--- src/hdl/mvm_pkg.sv ---
// mvm_pkg: shared constants, codes and types of the matrix vector multiply unit
// no dependencies; used by the interfaces and every module in hdl
`default_nettype none

package mvm_pkg;

  localparam int MaxSize  = 1024;
  localparam int IdxW     = $clog2(MaxSize);
  localparam int NumW     = IdxW + 1;
  localparam int SizeW    = 11;
  localparam int ValueW   = 16;
  localparam int ProdW    = 2 * ValueW;
  localparam int RowIdxW  = 10;
  localparam int SumW     = 42;
  localparam int OutDepth = 4;
  localparam int PtrW     = $clog2(OutDepth);
  localparam int CntW     = $clog2(OutDepth + 1);

  localparam logic [SizeW-1:0] SizeReset = 11'd1024;

  typedef enum logic {
    KindVector = 1'b0,
    KindMatrix = 1'b1
  } kind_e;

  typedef struct packed {
    logic            start;
    logic            row_end;
    logic [IdxW-1:0] row;
    logic            last_row;
  } ctl_t;

  typedef struct packed {
    logic [RowIdxW-1:0]     row_index;
    logic signed [SumW-1:0] row_sum;
    logic                   last_row;
  } res_t;

endpackage

`default_nettype wire

--- src/hdl/mvm_stream_if.sv ---
// mvm_in_if and mvm_out_if: valid/ready channels for input and result words
// depends on mvm_pkg for field widths
`default_nettype none


interface mvm_out_if;
  logic                               valid;
  logic                               ready;
  logic [mvm_pkg::RowIdxW-1:0]        row_index;
  logic signed [mvm_pkg::SumW-1:0]    row_sum;
  logic                               last_row;

  modport source (output valid, output row_index, output row_sum, output last_row, input ready);
  modport sink (input valid, input row_index, input row_sum, input last_row, output ready);
endinterface

`default_nettype wire

--- src/hdl/mvm_out_fifo.sv ---
// mvm_out_fifo: small result queue in front of the output channel
// depends on mvm_pkg and mvm_out_if
`default_nettype none

module mvm_out_fifo (
  input  logic                         clk_i,
  input  logic                         rst_ni,
  input  logic                         push_i,
  input  mvm_pkg::res_t                push_data_i,
  output logic [mvm_pkg::CntW-1:0]     count_o,
  output logic                         pop_o,
  mvm_out_if.source                    out_o
);

  mvm_pkg::res_t                store_q [mvm_pkg::OutDepth];
  logic [mvm_pkg::PtrW-1:0]     wr_ptr_q;
  logic [mvm_pkg::PtrW-1:0]     rd_ptr_q;
  logic [mvm_pkg::CntW-1:0]     cnt_q;
  logic                         pop_w;
  mvm_pkg::res_t                head_w;

  assign pop_w  = out_o.valid && out_o.ready;
  assign head_w = store_q[rd_ptr_q];

  always_ff @(posedge clk_i) begin
    if (push_i) begin
      store_q[wr_ptr_q] <= push_data_i;
    end
  end

  always_ff @(posedge clk_i or negedge rst_ni) begin
    if (!rst_ni) begin
      wr_ptr_q <= '0;
      rd_ptr_q <= '0;
      cnt_q    <= '0;
    end else begin
      if (push_i) begin
        wr_ptr_q <= wr_ptr_q + 1'b1;
      end
      if (pop_w) begin
        rd_ptr_q <= rd_ptr_q + 1'b1;
      end
      unique case ({push_i, pop_w})
        2'b10:   cnt_q <= cnt_q + 1'b1;
        2'b01:   cnt_q <= cnt_q - 1'b1;
        default: cnt_q <= cnt_q;
      endcase
    end
  end

  assign out_o.valid     = (cnt_q != '0);
  assign out_o.row_index = head_w.row_index;
  assign out_o.row_sum   = head_w.row_sum;
  assign out_o.last_row  = head_w.last_row;
  assign count_o         = cnt_q;
  assign pop_o           = pop_w;

endmodule

`default_nettype wire

--- src/flat_wrapper.sv ---
// flat-port wrapper written by rule: the top's interface ports become plain ports
module mvm_out_fifo_flat 
  (clk_i, rst_ni, push_i, push_data_i, count_o, pop_o, out_o_valid, out_o_row_index, out_o_row_sum, out_o_last_row, out_o_ready);
  mvm_out_if out_o_i ();
  input  logic clk_i;
  input  logic rst_ni;
  input  logic push_i;
  input  mvm_pkg::res_t push_data_i;
  output logic [mvm_pkg::CntW-1:0] count_o;
  output logic pop_o;
  output wire logic [$bits(out_o_i.valid)-1:0] out_o_valid;
  output wire logic [$bits(out_o_i.row_index)-1:0] out_o_row_index;
  output wire logic [$bits(out_o_i.row_sum)-1:0] out_o_row_sum;
  output wire logic [$bits(out_o_i.last_row)-1:0] out_o_last_row;
  input wire logic [$bits(out_o_i.ready)-1:0] out_o_ready;
  assign out_o_valid = out_o_i.valid;
  assign out_o_row_index = out_o_i.row_index;
  assign out_o_row_sum = out_o_i.row_sum;
  assign out_o_last_row = out_o_i.last_row;
  assign out_o_i.ready = out_o_ready;
  mvm_out_fifo u_core (.clk_i(clk_i), .rst_ni(rst_ni), .push_i(push_i), .push_data_i(push_data_i), .count_o(count_o), .pop_o(pop_o), .out_o(out_o_i));
endmodule
--- config.mk ---
export PLATFORM = sky130hd
export DESIGN_NAME = mvm_out_fifo_flat
export DESIGN_NICKNAME = d
export VERILOG_FILES = /design/src/hdl/mvm_pkg.sv /design/src/hdl/mvm_stream_if.sv /design/src/hdl/mvm_out_fifo.sv /design/src/flat_wrapper.sv
export SDC_FILE = /design/constraint.sdc
export NUM_CORES = 1
export LEC_CHECK = 0
export ABC_CLOCK_PERIOD_IN_PS = 2400
export BUFFER_PORTS_ARGS = -buffer_cell sky130_fd_sc_hd__clkbuf_2
export CORE_MARGIN = 5
export CORE_UTILIZATION = 34
export CTS_CLUSTER_DIAMETER = 150
export DETAILED_ROUTE_END_ITERATION = 16
export GPL_ROUTABILITY_DRIVEN = 0
export REMOVE_ABC_BUFFERS = 1
export SLEW_MARGIN = 25
export SYNTH_ARGS = -nofsm -noshare
export SYNTH_HDL_FRONTEND = slang
export SYNTH_SLANG_ARGS = --single-unit
--- constraint.sdc ---
create_clock -name clk_i -period 2.4 [get_ports clk_i]
set_clock_uncertainty 0.2 [all_clocks]
set_input_delay 0.12 -clock clk_i [delete_from_list [all_inputs] [get_ports clk_i]]
set_output_delay 0.12 -clock clk_i [all_outputs]
set_load 0.005 [all_outputs]
# Word-level counts from Yosys, hierarchy flattened
# Memory sizes are Yosys's and may differ from the RTL's.
# Cells that the tools add are included.
[classes]
addsub = 4
n_eq_ne = 2
n_mux = 3
n_reduce_logical = 3
[ops]
columns = ["op", "n"]
rows = [
  ["case mux 3 bit (2 select lines)", 1],
  ["adder 2 x 1 -> 2 bit, second input constant", 2],
  ["adder 3 x 1 -> 3 bit, second input constant", 1],
  ["nonzero test 3 bit", 1],
  ["subtractor 3 x 1 -> 3 bit, second input constant", 1],
  ["== test 2 x 1 -> 1 bit, second input constant", 1],
  ["== test 2 bit, second input constant", 1],
  ["two-way mux 1 bit", 2],
  ["nonzero test 2 bit", 1],
  ["logical AND 1 bit", 1],
]
[word_totals]
ff_bits = 7
ram_bits = 212
word_cells = 16
memories = 1
[memory_table]
columns = ["memory", "depth", "width", "read_ports", "rd_clocked_by_memory_dff", "write_ports", "line", "text"]
rows = [
  ["u_core.store_q", 4, 53, 1, 0, 1, "mvm_out_fifo.sv:15", "mvm_pkg::res_t store_q [mvm_pkg::OutDepth];"],
]

# Logic depth before layout (Yosys ltp)
# Gate-level depths: netlist (run 1).
[logic_depth]
ltp_word = 4
ltp_mapped = 7
ltp_nobuf = 7

# Worst setup path after synthesis (run 1)
# Ideal clock, no wire load.
[synth_timing]
path_kind = "register -> register"
start = "register u_core.wr_ptr_q[0] (netlist bit)"
end = "memory u_core.store_q[2][0] (netlist bit) (enable)"
setup_time_ns = 0.416
arrival_time_ns = 1.880
setup_slack_ns = -0.096
stages_incl_launch_ff = 4
path_cell_list = "dfrtp_1 inv_1 ha_1 and2_1"
[synth_rtl]
columns = ["item", "line", "text"]
rows = [
  ["start: declaration", "mvm_out_fifo.sv:16", "logic [mvm_pkg::PtrW-1:0] wr_ptr_q;"],
  ["start signal: assignment", "mvm_out_fifo.sv:38", "wr_ptr_q <= wr_ptr_q + 1'b1;"],
  ["end: declaration", "mvm_out_fifo.sv:15", ""],
]
# Straight into the memory's write port.

# Final worst setup path (run 1)
[layout_timing]
start = "register u_core.rd_ptr_q[0] (netlist bit)"
end = "output port out_o_row_index[9]"
[layout_between]
elab_chain_cells = 1
[layout_lines]
columns = ["item", "line", "text"]
rows = [
  ["start: declaration", "mvm_out_fifo.sv:17", "logic [mvm_pkg::PtrW-1:0] rd_ptr_q;"],
  ["start signal: assignment", "mvm_out_fifo.sv:41", "rd_ptr_q <= rd_ptr_q + 1'b1;"],
  ["memory read (4 x 53 bit)", "--", ""],
  ["end: declaration", "flat_wrapper.sv:12", "output wire logic [$bits(out_o_i.row_index)-1:0] out_o_row_index;"],
]
# Every way passes these cells.

==> summary.txt, run 1 <==
slew margin rel. = 69.6%
xor/xnor share of the synthesized area = 0.647%
mux share of post-synthesis cell area = 15.1%
Area growth syn-to-layout = 28.1%
Final period util = 93.8%
Post-Syn Area = 8120 µm²
Rows = 56
Layout fillers = 2,015
Pint = 8550 µW
sw frac = 27.3%
Critical-path top delay cell = mux4_1
kind of critical path = flip-flop to output pin
root buffer cell = clkbuf_16
Global Route Usage Sum = 11.6%
sw power = 3220 µW
Synth cell types = 19
Final min period = 2.25 ns
Worst Hold Class = primary input to flip-flop
WL/cell = 18.4 µm
fraction of layout cells with a size suffix above 1 = 40.1%
Buf+Inv Stages, Crit Path = 2
crit path DAT = 1.93 ns
Critical Path, Cell by Cell = buf_12 -> mux4_1 -> clkbuf_2
commonest non-fill, non-tap cell in the layout = edfxtp_1
Clock Path Buffers = 3
grt total ovfl = 0
clock network fraction of design power = 27.5%
main combinational cell family by area after synthesis = multiplexers
IO buf count = 114
Detail Route Antenna Nets = 0
worst slew pin tran = 0.456 ns
Final Setup Violations = 0
H-tree depth = 1
pwr/cell area = 1130 nW/µm²
setup bufs post-CTS = 0
area of the multi-input gates = 1420 µm²
Core Area = 23,500 µm²
Worst Setup Start Kind = flip-flop
Fin. Hold Viols = 0
largest net degree at the start of global routing = 34
Synth Warn # = 0
first-pass GRT wire length = 24,300 µm
First DRT Iteration DRCs = 151
status = completed
post-synthesis adder-cell area fraction = 1.02%
peak supply drop = 709 µV
CTS buffer count = 23
Starting Density = 34.6%
CP max stage delay = 0.60 ns
final wirelength = 15,600 µm
flops & latches, synth = 219
f_max = 0.444 GHz
Syn Inst Count = 313
Die W = 165 µm
Hold WS = 0.186 ns
leakage = 0.00365 µW
most area-consuming cells after synthesis = edfxtp_1 78%, mux4_2 13%, dfrtp_1 2.2%, mux4_1 1.6%, buf_12 1.2%
worst-path fanout max = 28
most frequent cells in the layout = 212 x edfxtp_1, 114 x clkbuf_2, 57 x dlygate4sd3_1
Die H = 165 µm
mean area per synthesized cell = 25.9 µm²
final net count = 573
I/O pins = 115
initial antenna violation count = 1
clock transition at the registers of the reported paths = 0.06 ns
required time worst endpoint = 2.08 ns
routed via count = 3,865
part of the power in registers = 44.2%
CTS Sinks = 219
Non-Filler Instances = 846
Slew Limit Fails = 0
Combinational Power Share = 28.3%
cell type with the largest total area after synthesis = edfxtp_1
Clock Latency Late Sink = 0.49 ns
endpoint type of the worst setup path = output pin
vias in the first global route = 4,360
CTS tree = done
HPWL after DPL = 9440 µm
DR vias/cell = 4.57
Synth Area in Simple Gates = 0.524%
compound-cell area share of the yosys netlist = 0.170%
CP delay by family, top = multiplexers
Initial DRT Pass Iterations = 6
Die ar. = 27,100 µm²
RSZ-0062 raised after global routing = false
drc violations = 0
Max Cap Viol = 0
share of the synthesized area in the top cell type = 78.4%
sequential share of the synthesized area = 80.6%
placed cell count = 747
storage element area = 6550 µm²
==> path summary, 6_finish.rpt <==
path,startpoint,endpoint,slack [ns],cells after the start
min in group asynchronous,rst_ni,u_core.wr_ptr_q[1],0.40,3
max in group asynchronous,rst_ni,u_core.rd_ptr_q[0],1.32,3
min,push_data_i[21],u_core.store_q[2][21],0.19,2
min reg2reg,u_core.count_o[2],u_core.count_o[2],0.32,1
max,u_core.rd_ptr_q[0],out_o_row_index[9],0.15,3
max reg2reg,u_core.count_o[0],u_core.count_o[2],0.37,7
==> cells by family (layout without fill, tap and decap cells) <==
kind of cell               count (synthesis)  in the layout
and+or+nand+nor                            8              8
AOI/OAI and AO/OA                          2              2
xor gates and xnor gates                   6              6
muxes                                     54             54
adders and majority gates                  6              6
other                                      0              1
DFF                                      219            219
buffers and inverters                     18            231
==> layer usage <==
layer	share of wire, %	track usage (%)
met5	0	0
met4	2.4	2.99
met3	5.1	2.42
met2	52	20.6
met1	41	14.6
==> cell usage after synthesis <==
cell type  instances
nand2_1            2
edfxtp_1         212
fa_1               1
dfrtp_1            7
nor2_1             1
and2_1             4
mux4_1             5
o21ai_0            1
buf_12             5
o31a_1             1
mux4_2            48
mux2i_1            1
buf_2              6
ha_1               5
or3_1              1
xor2_1             4
buf_6              1
inv_1              6
xnor2_1            2
==> worst register-to-register path: stages (launching register included) <==
cell and delay [ns]:
dfrtp_1 0.43, o31a_1 0.26, ha_1 0.22, inv_1 0.06
fa_1 0.37, xor2_1 0.15, nor2_1 0.11, xor2_1 0.15
==> layout make-up <==
type | count | area share, %
inverters | 6 | 0.217
repair buffers | 184 | 12.7
diodes | 1 | 0.0241
clock buffers | 26 | 5.64
multi-input cells | 76 | 13.6
clock inverters | 15 | 0.962
well taps | 319 | 3.84
flip-flops and latches | 219 | 62.9
==> per-stage QoR <==
| stage | power, µW | TNS (ns) | utilization (%) | instance area (µm²) | worst slack (ns) |
|---|---|---|---|---|---|
| after floorplan | 7170 | -53.80 | - | 7980 | -0.771 |
| after global placement | 8580 | 0 | 38.9 | 9140 | 0.467 |
| after detailed placement | 8680 | 0 | 38.9 | 9140 | 0.387 |
| after CTS | 12100 | 0 | 44.3 | 10400 | 0.0861 |
| after global routing | 12400 | 0 | 44.3 | 10400 | 0.0420 |
| final | 11800 | 0 | 44.3 | 10400 | 0.150 |
==> power groups by stage <==
stage	Sequential, µW	Clock [µW]	Combinational (µW)
final	5200	3230	3340
after floorplan	5550	0	1620
after detailed placement	5290	0	3390
after global routing	5260	3520	3660
after global placement	5230	0	3350
after CTS	5210	3360	3480
==> sequential cells by signal, summed over array words and instances, names as in the netlist <==
register,flops
u_core.count_o,3
u_core.store_q,212
u_core.wr_ptr_q,2
u_core.rd_ptr_q,2
==> timing repair <==
item,4_1_cts,5_1_grt
gates resized for setup,0,0
hold buffers,57,0
hold endpoints to repair,225,0
Power figures use the tool's default switching activity.
==> run 2: changes to the inputs <==
--- a/config.mk
+++ b/config.mk
@@ -5,15 +5,15 @@
 export SDC_FILE = /design/constraint.sdc
 export NUM_CORES = 1
 export LEC_CHECK = 0
-export ABC_CLOCK_PERIOD_IN_PS = 2400
+export ABC_CLOCK_PERIOD_IN_PS = 2000
 export BUFFER_PORTS_ARGS = -buffer_cell sky130_fd_sc_hd__clkbuf_2
 export CORE_MARGIN = 5
 export CORE_UTILIZATION = 34
 export CTS_CLUSTER_DIAMETER = 150
 export DETAILED_ROUTE_END_ITERATION = 16
 export GPL_ROUTABILITY_DRIVEN = 0
+export RECOVER_POWER = 25
 export REMOVE_ABC_BUFFERS = 1
-export SLEW_MARGIN = 25
 export SYNTH_ARGS = -nofsm -noshare
 export SYNTH_HDL_FRONTEND = slang
 export SYNTH_SLANG_ARGS = --single-unit
==> constraint.sdc (replaced) <==
create_clock -name clk_i -period 2 [get_ports clk_i]
set_clock_uncertainty 0.2 [all_clocks]
set_input_delay 0.1 -clock clk_i [delete_from_list [all_inputs] [get_ports clk_i]]
set_output_delay 0.1 -clock clk_i [all_outputs]
set_load 0.005 [all_outputs]
==> run 2 against run 1 <==
Compared with the run above:
- global-route usage barely moved
- the flow now finishes with violations (negative setup slack)
- final cell count rose by 1.5%
- sequential power rose by 20%
- first-iteration DRC count rose by 2.0%
- critical path depth did not move
- core utilization rose by 0.74 points
- critical path type unchanged
==> summary.txt, run 2 (synthesized netlist as in run 1, its figures left out) <==
status = finished, violations left
failing checks = negative setup slack
leakage = 0.00367 µW
peak supply drop = 812 µV
H-tree depth = 1
Die ar. = 27,100 µm²
sw power = 3970 µW
CP max stage delay = 0.55 ns
Max Cap Viol = 0
setup ws final = -0.193 ns
root buffer cell = clkbuf_16
First DRT Iteration DRCs = 154
endpoint type of the worst setup path = output pin
commonest non-fill, non-tap cell in the layout = edfxtp_1
IO buf count = 114
Top reg by flops = u_core.store_q
final net count = 585
kind of critical path = flip-flop to output pin
Worst Hold Path Cells = 2
Starting Density = 34.6%
fin area = 10,600 µm²
register-to-register path setup slack = 0.09 ns
Slew Limit Fails = 0
part of the power in registers = 42.5%
CTS tree = done
Critical Path, Cell by Cell = buf_12 -> mux4_2 -> clkbuf_2
Reg2Reg Depth = 7
vias in the first global route = 4,356
Initial DRT Pass Iterations = 4
Detail Route Antenna Nets = 0
first-pass GRT wire length = 24,200 µm
Combinational Power Share = 29.8%
Clock Latency Late Sink = 0.49 ns
placed cell count = 751
Final period util = 110%
Die W = 165 µm
fraction of layout cells with a size suffix above 1 = 38.0%
TNS Setup = -7.74 ns
hold wc startpoint = push_data_i[15]
worst slew pin tran = 0.379 ns
Clock Path Buffers = 3
clock network fraction of design power = 27.7%
initial antenna violation count = 1
hold worst-path end = u_core.store_q[3][15]
final wirelength = 15,500 µm
worst-path fanout max = 18
Worst Hold Class = primary input to flip-flop
Reg-to-Reg Start = u_core.count_o[1]
CTS buffer count = 24
Largest register FFs = 212
placed cell area = 9220 µm²
Global Route Usage Sum = 11.6%
most frequent cells in the layout = 212 x edfxtp_1, 83 x clkbuf_2, 57 x dlygate4sd3_1
WL/cell = 18.1 µm
RSZ-0062 raised after global routing = true
Area growth syn-to-layout = 30.3%
Final Setup Violations = 53
drc violations = 0
HPWL after DPL = 9490 µm
pwr/cell area = 1390 nW/µm²
crit path DAT = 1.89 ns
Pint = 10,700 µW
largest net degree at the start of global routing = 55
f_max = 0.456 GHz
sw frac = 27.0%
reg2reg end = u_core.count_o[2]
Non-Filler Instances = 859
DR vias/cell = 4.51
Die H = 165 µm
CTS Sinks = 219
routed via count = 3,871
grt total ovfl = 0
Rows = 56
clock transition at the registers of the reported paths = 0.06 ns
required time worst endpoint = 1.70 ns
Fin. Hold Viols = 0
Core Area = 23,500 µm²
Final min period = 2.19 ns
I/O pins = 115
Worst Setup Start Kind = flip-flop
slew margin rel. = 74.7%
Critical-path top delay cell = mux4_2
-- run 2: changes by cell type in the layout (fill, tap and decap cells not counted) --
cell / delta
mux4_1: -5
buf_12: +5
clkbuf_16: +2
clkbuf_1: +30
clkinv_2: +8
inv_8: +1
buf_6: +2
buf_16: +1
inv_6: -2
clkinv_1: -6
buf_4: +4
clkinvlp_4: -1
mux4_2: +5
clkbuf_2: -31
-- run 2: timing repair --
item | CTS | global route
cloned | 1 | 0
hold buffers | 57 | 0
endpoints found under the hold margin | 225 | 0
resized for setup | 10 | 3
setup endpoints to repair | 53 | 54
buffers inserted | 2 | 5
-- run 2: area by class of cell --
class / count / area, µm²
diodes: 1 / 2.50
clock buffers: 28 / 637
clock inverters: 15 / 104
fillers: 2028 / 12900
inverters: 6 / 22.5
multi-input cells: 76 / 1400
flip-flops and latches: 219 / 6550
well taps: 319 / 399
repair buffers: 195 / 1460
-- run 2: worst max-delay path by stage --
stage                                    end          startpoint  slack, ns  cells past startpoint
after floorplan           out_o_row_index[4]  u_core.rd_ptr_q[0]      -1.15                      1
after global placement     u_core.count_o[2]   u_core.count_o[2]       0.18                      7
after detailed placement   u_core.count_o[2]   u_core.count_o[2]       0.07                      7
after CTS                  out_o_row_sum[39]  u_core.rd_ptr_q[0]      -0.27                      4
after global routing       out_o_row_sum[41]  u_core.rd_ptr_q[0]      -0.27                      3
final                      out_o_row_sum[41]  u_core.rd_ptr_q[0]      -0.19                      3
-- run 2: power groups by stage --
stage,clock network (µW),registers (µW),logic (µW)
4_1_cts,4210,6260,4520
6_report,4060,6250,4380
5_1_grt,4390,6320,4780
3_3_place_gp,0,6270,4150
3_5_place_dp,0,6340,4200
2_1_floorplan,0,6660,1950
-- run 2: metal layers --
metal  global-route usage [%]  routed length (µm)  share of wire [%]
met4                     2.72                 315                2.0
met2                     20.3                7930                 51
met3                     2.70                 822                5.3
met5                        0                   0                  0
met1                     14.7                6450                 42
-- run 2: critical path, delay by kind of cell (launching register included) --
family | cells | cell delay (ns)
buffers and inverters | 2 | 0.35
flip-flops | 1 | 0.49
multiplexers | 1 | 0.55
-- run 2: metrics by stage --
stage	power [µW]	setup WS [ns]	utilization, %	hold WS [ns]
6_report	14700	-0.193	45.1	0.170
3_5_place_dp	10500	0.0652	39.3	-0.249
5_1_grt	15500	-0.267	45.1	0.182
2_1_floorplan	8600	-1.15	-	-0.396
3_3_place_gp	10400	0.185	39.3	-0.255
4_1_cts	15000	-0.274	45.1	0.128
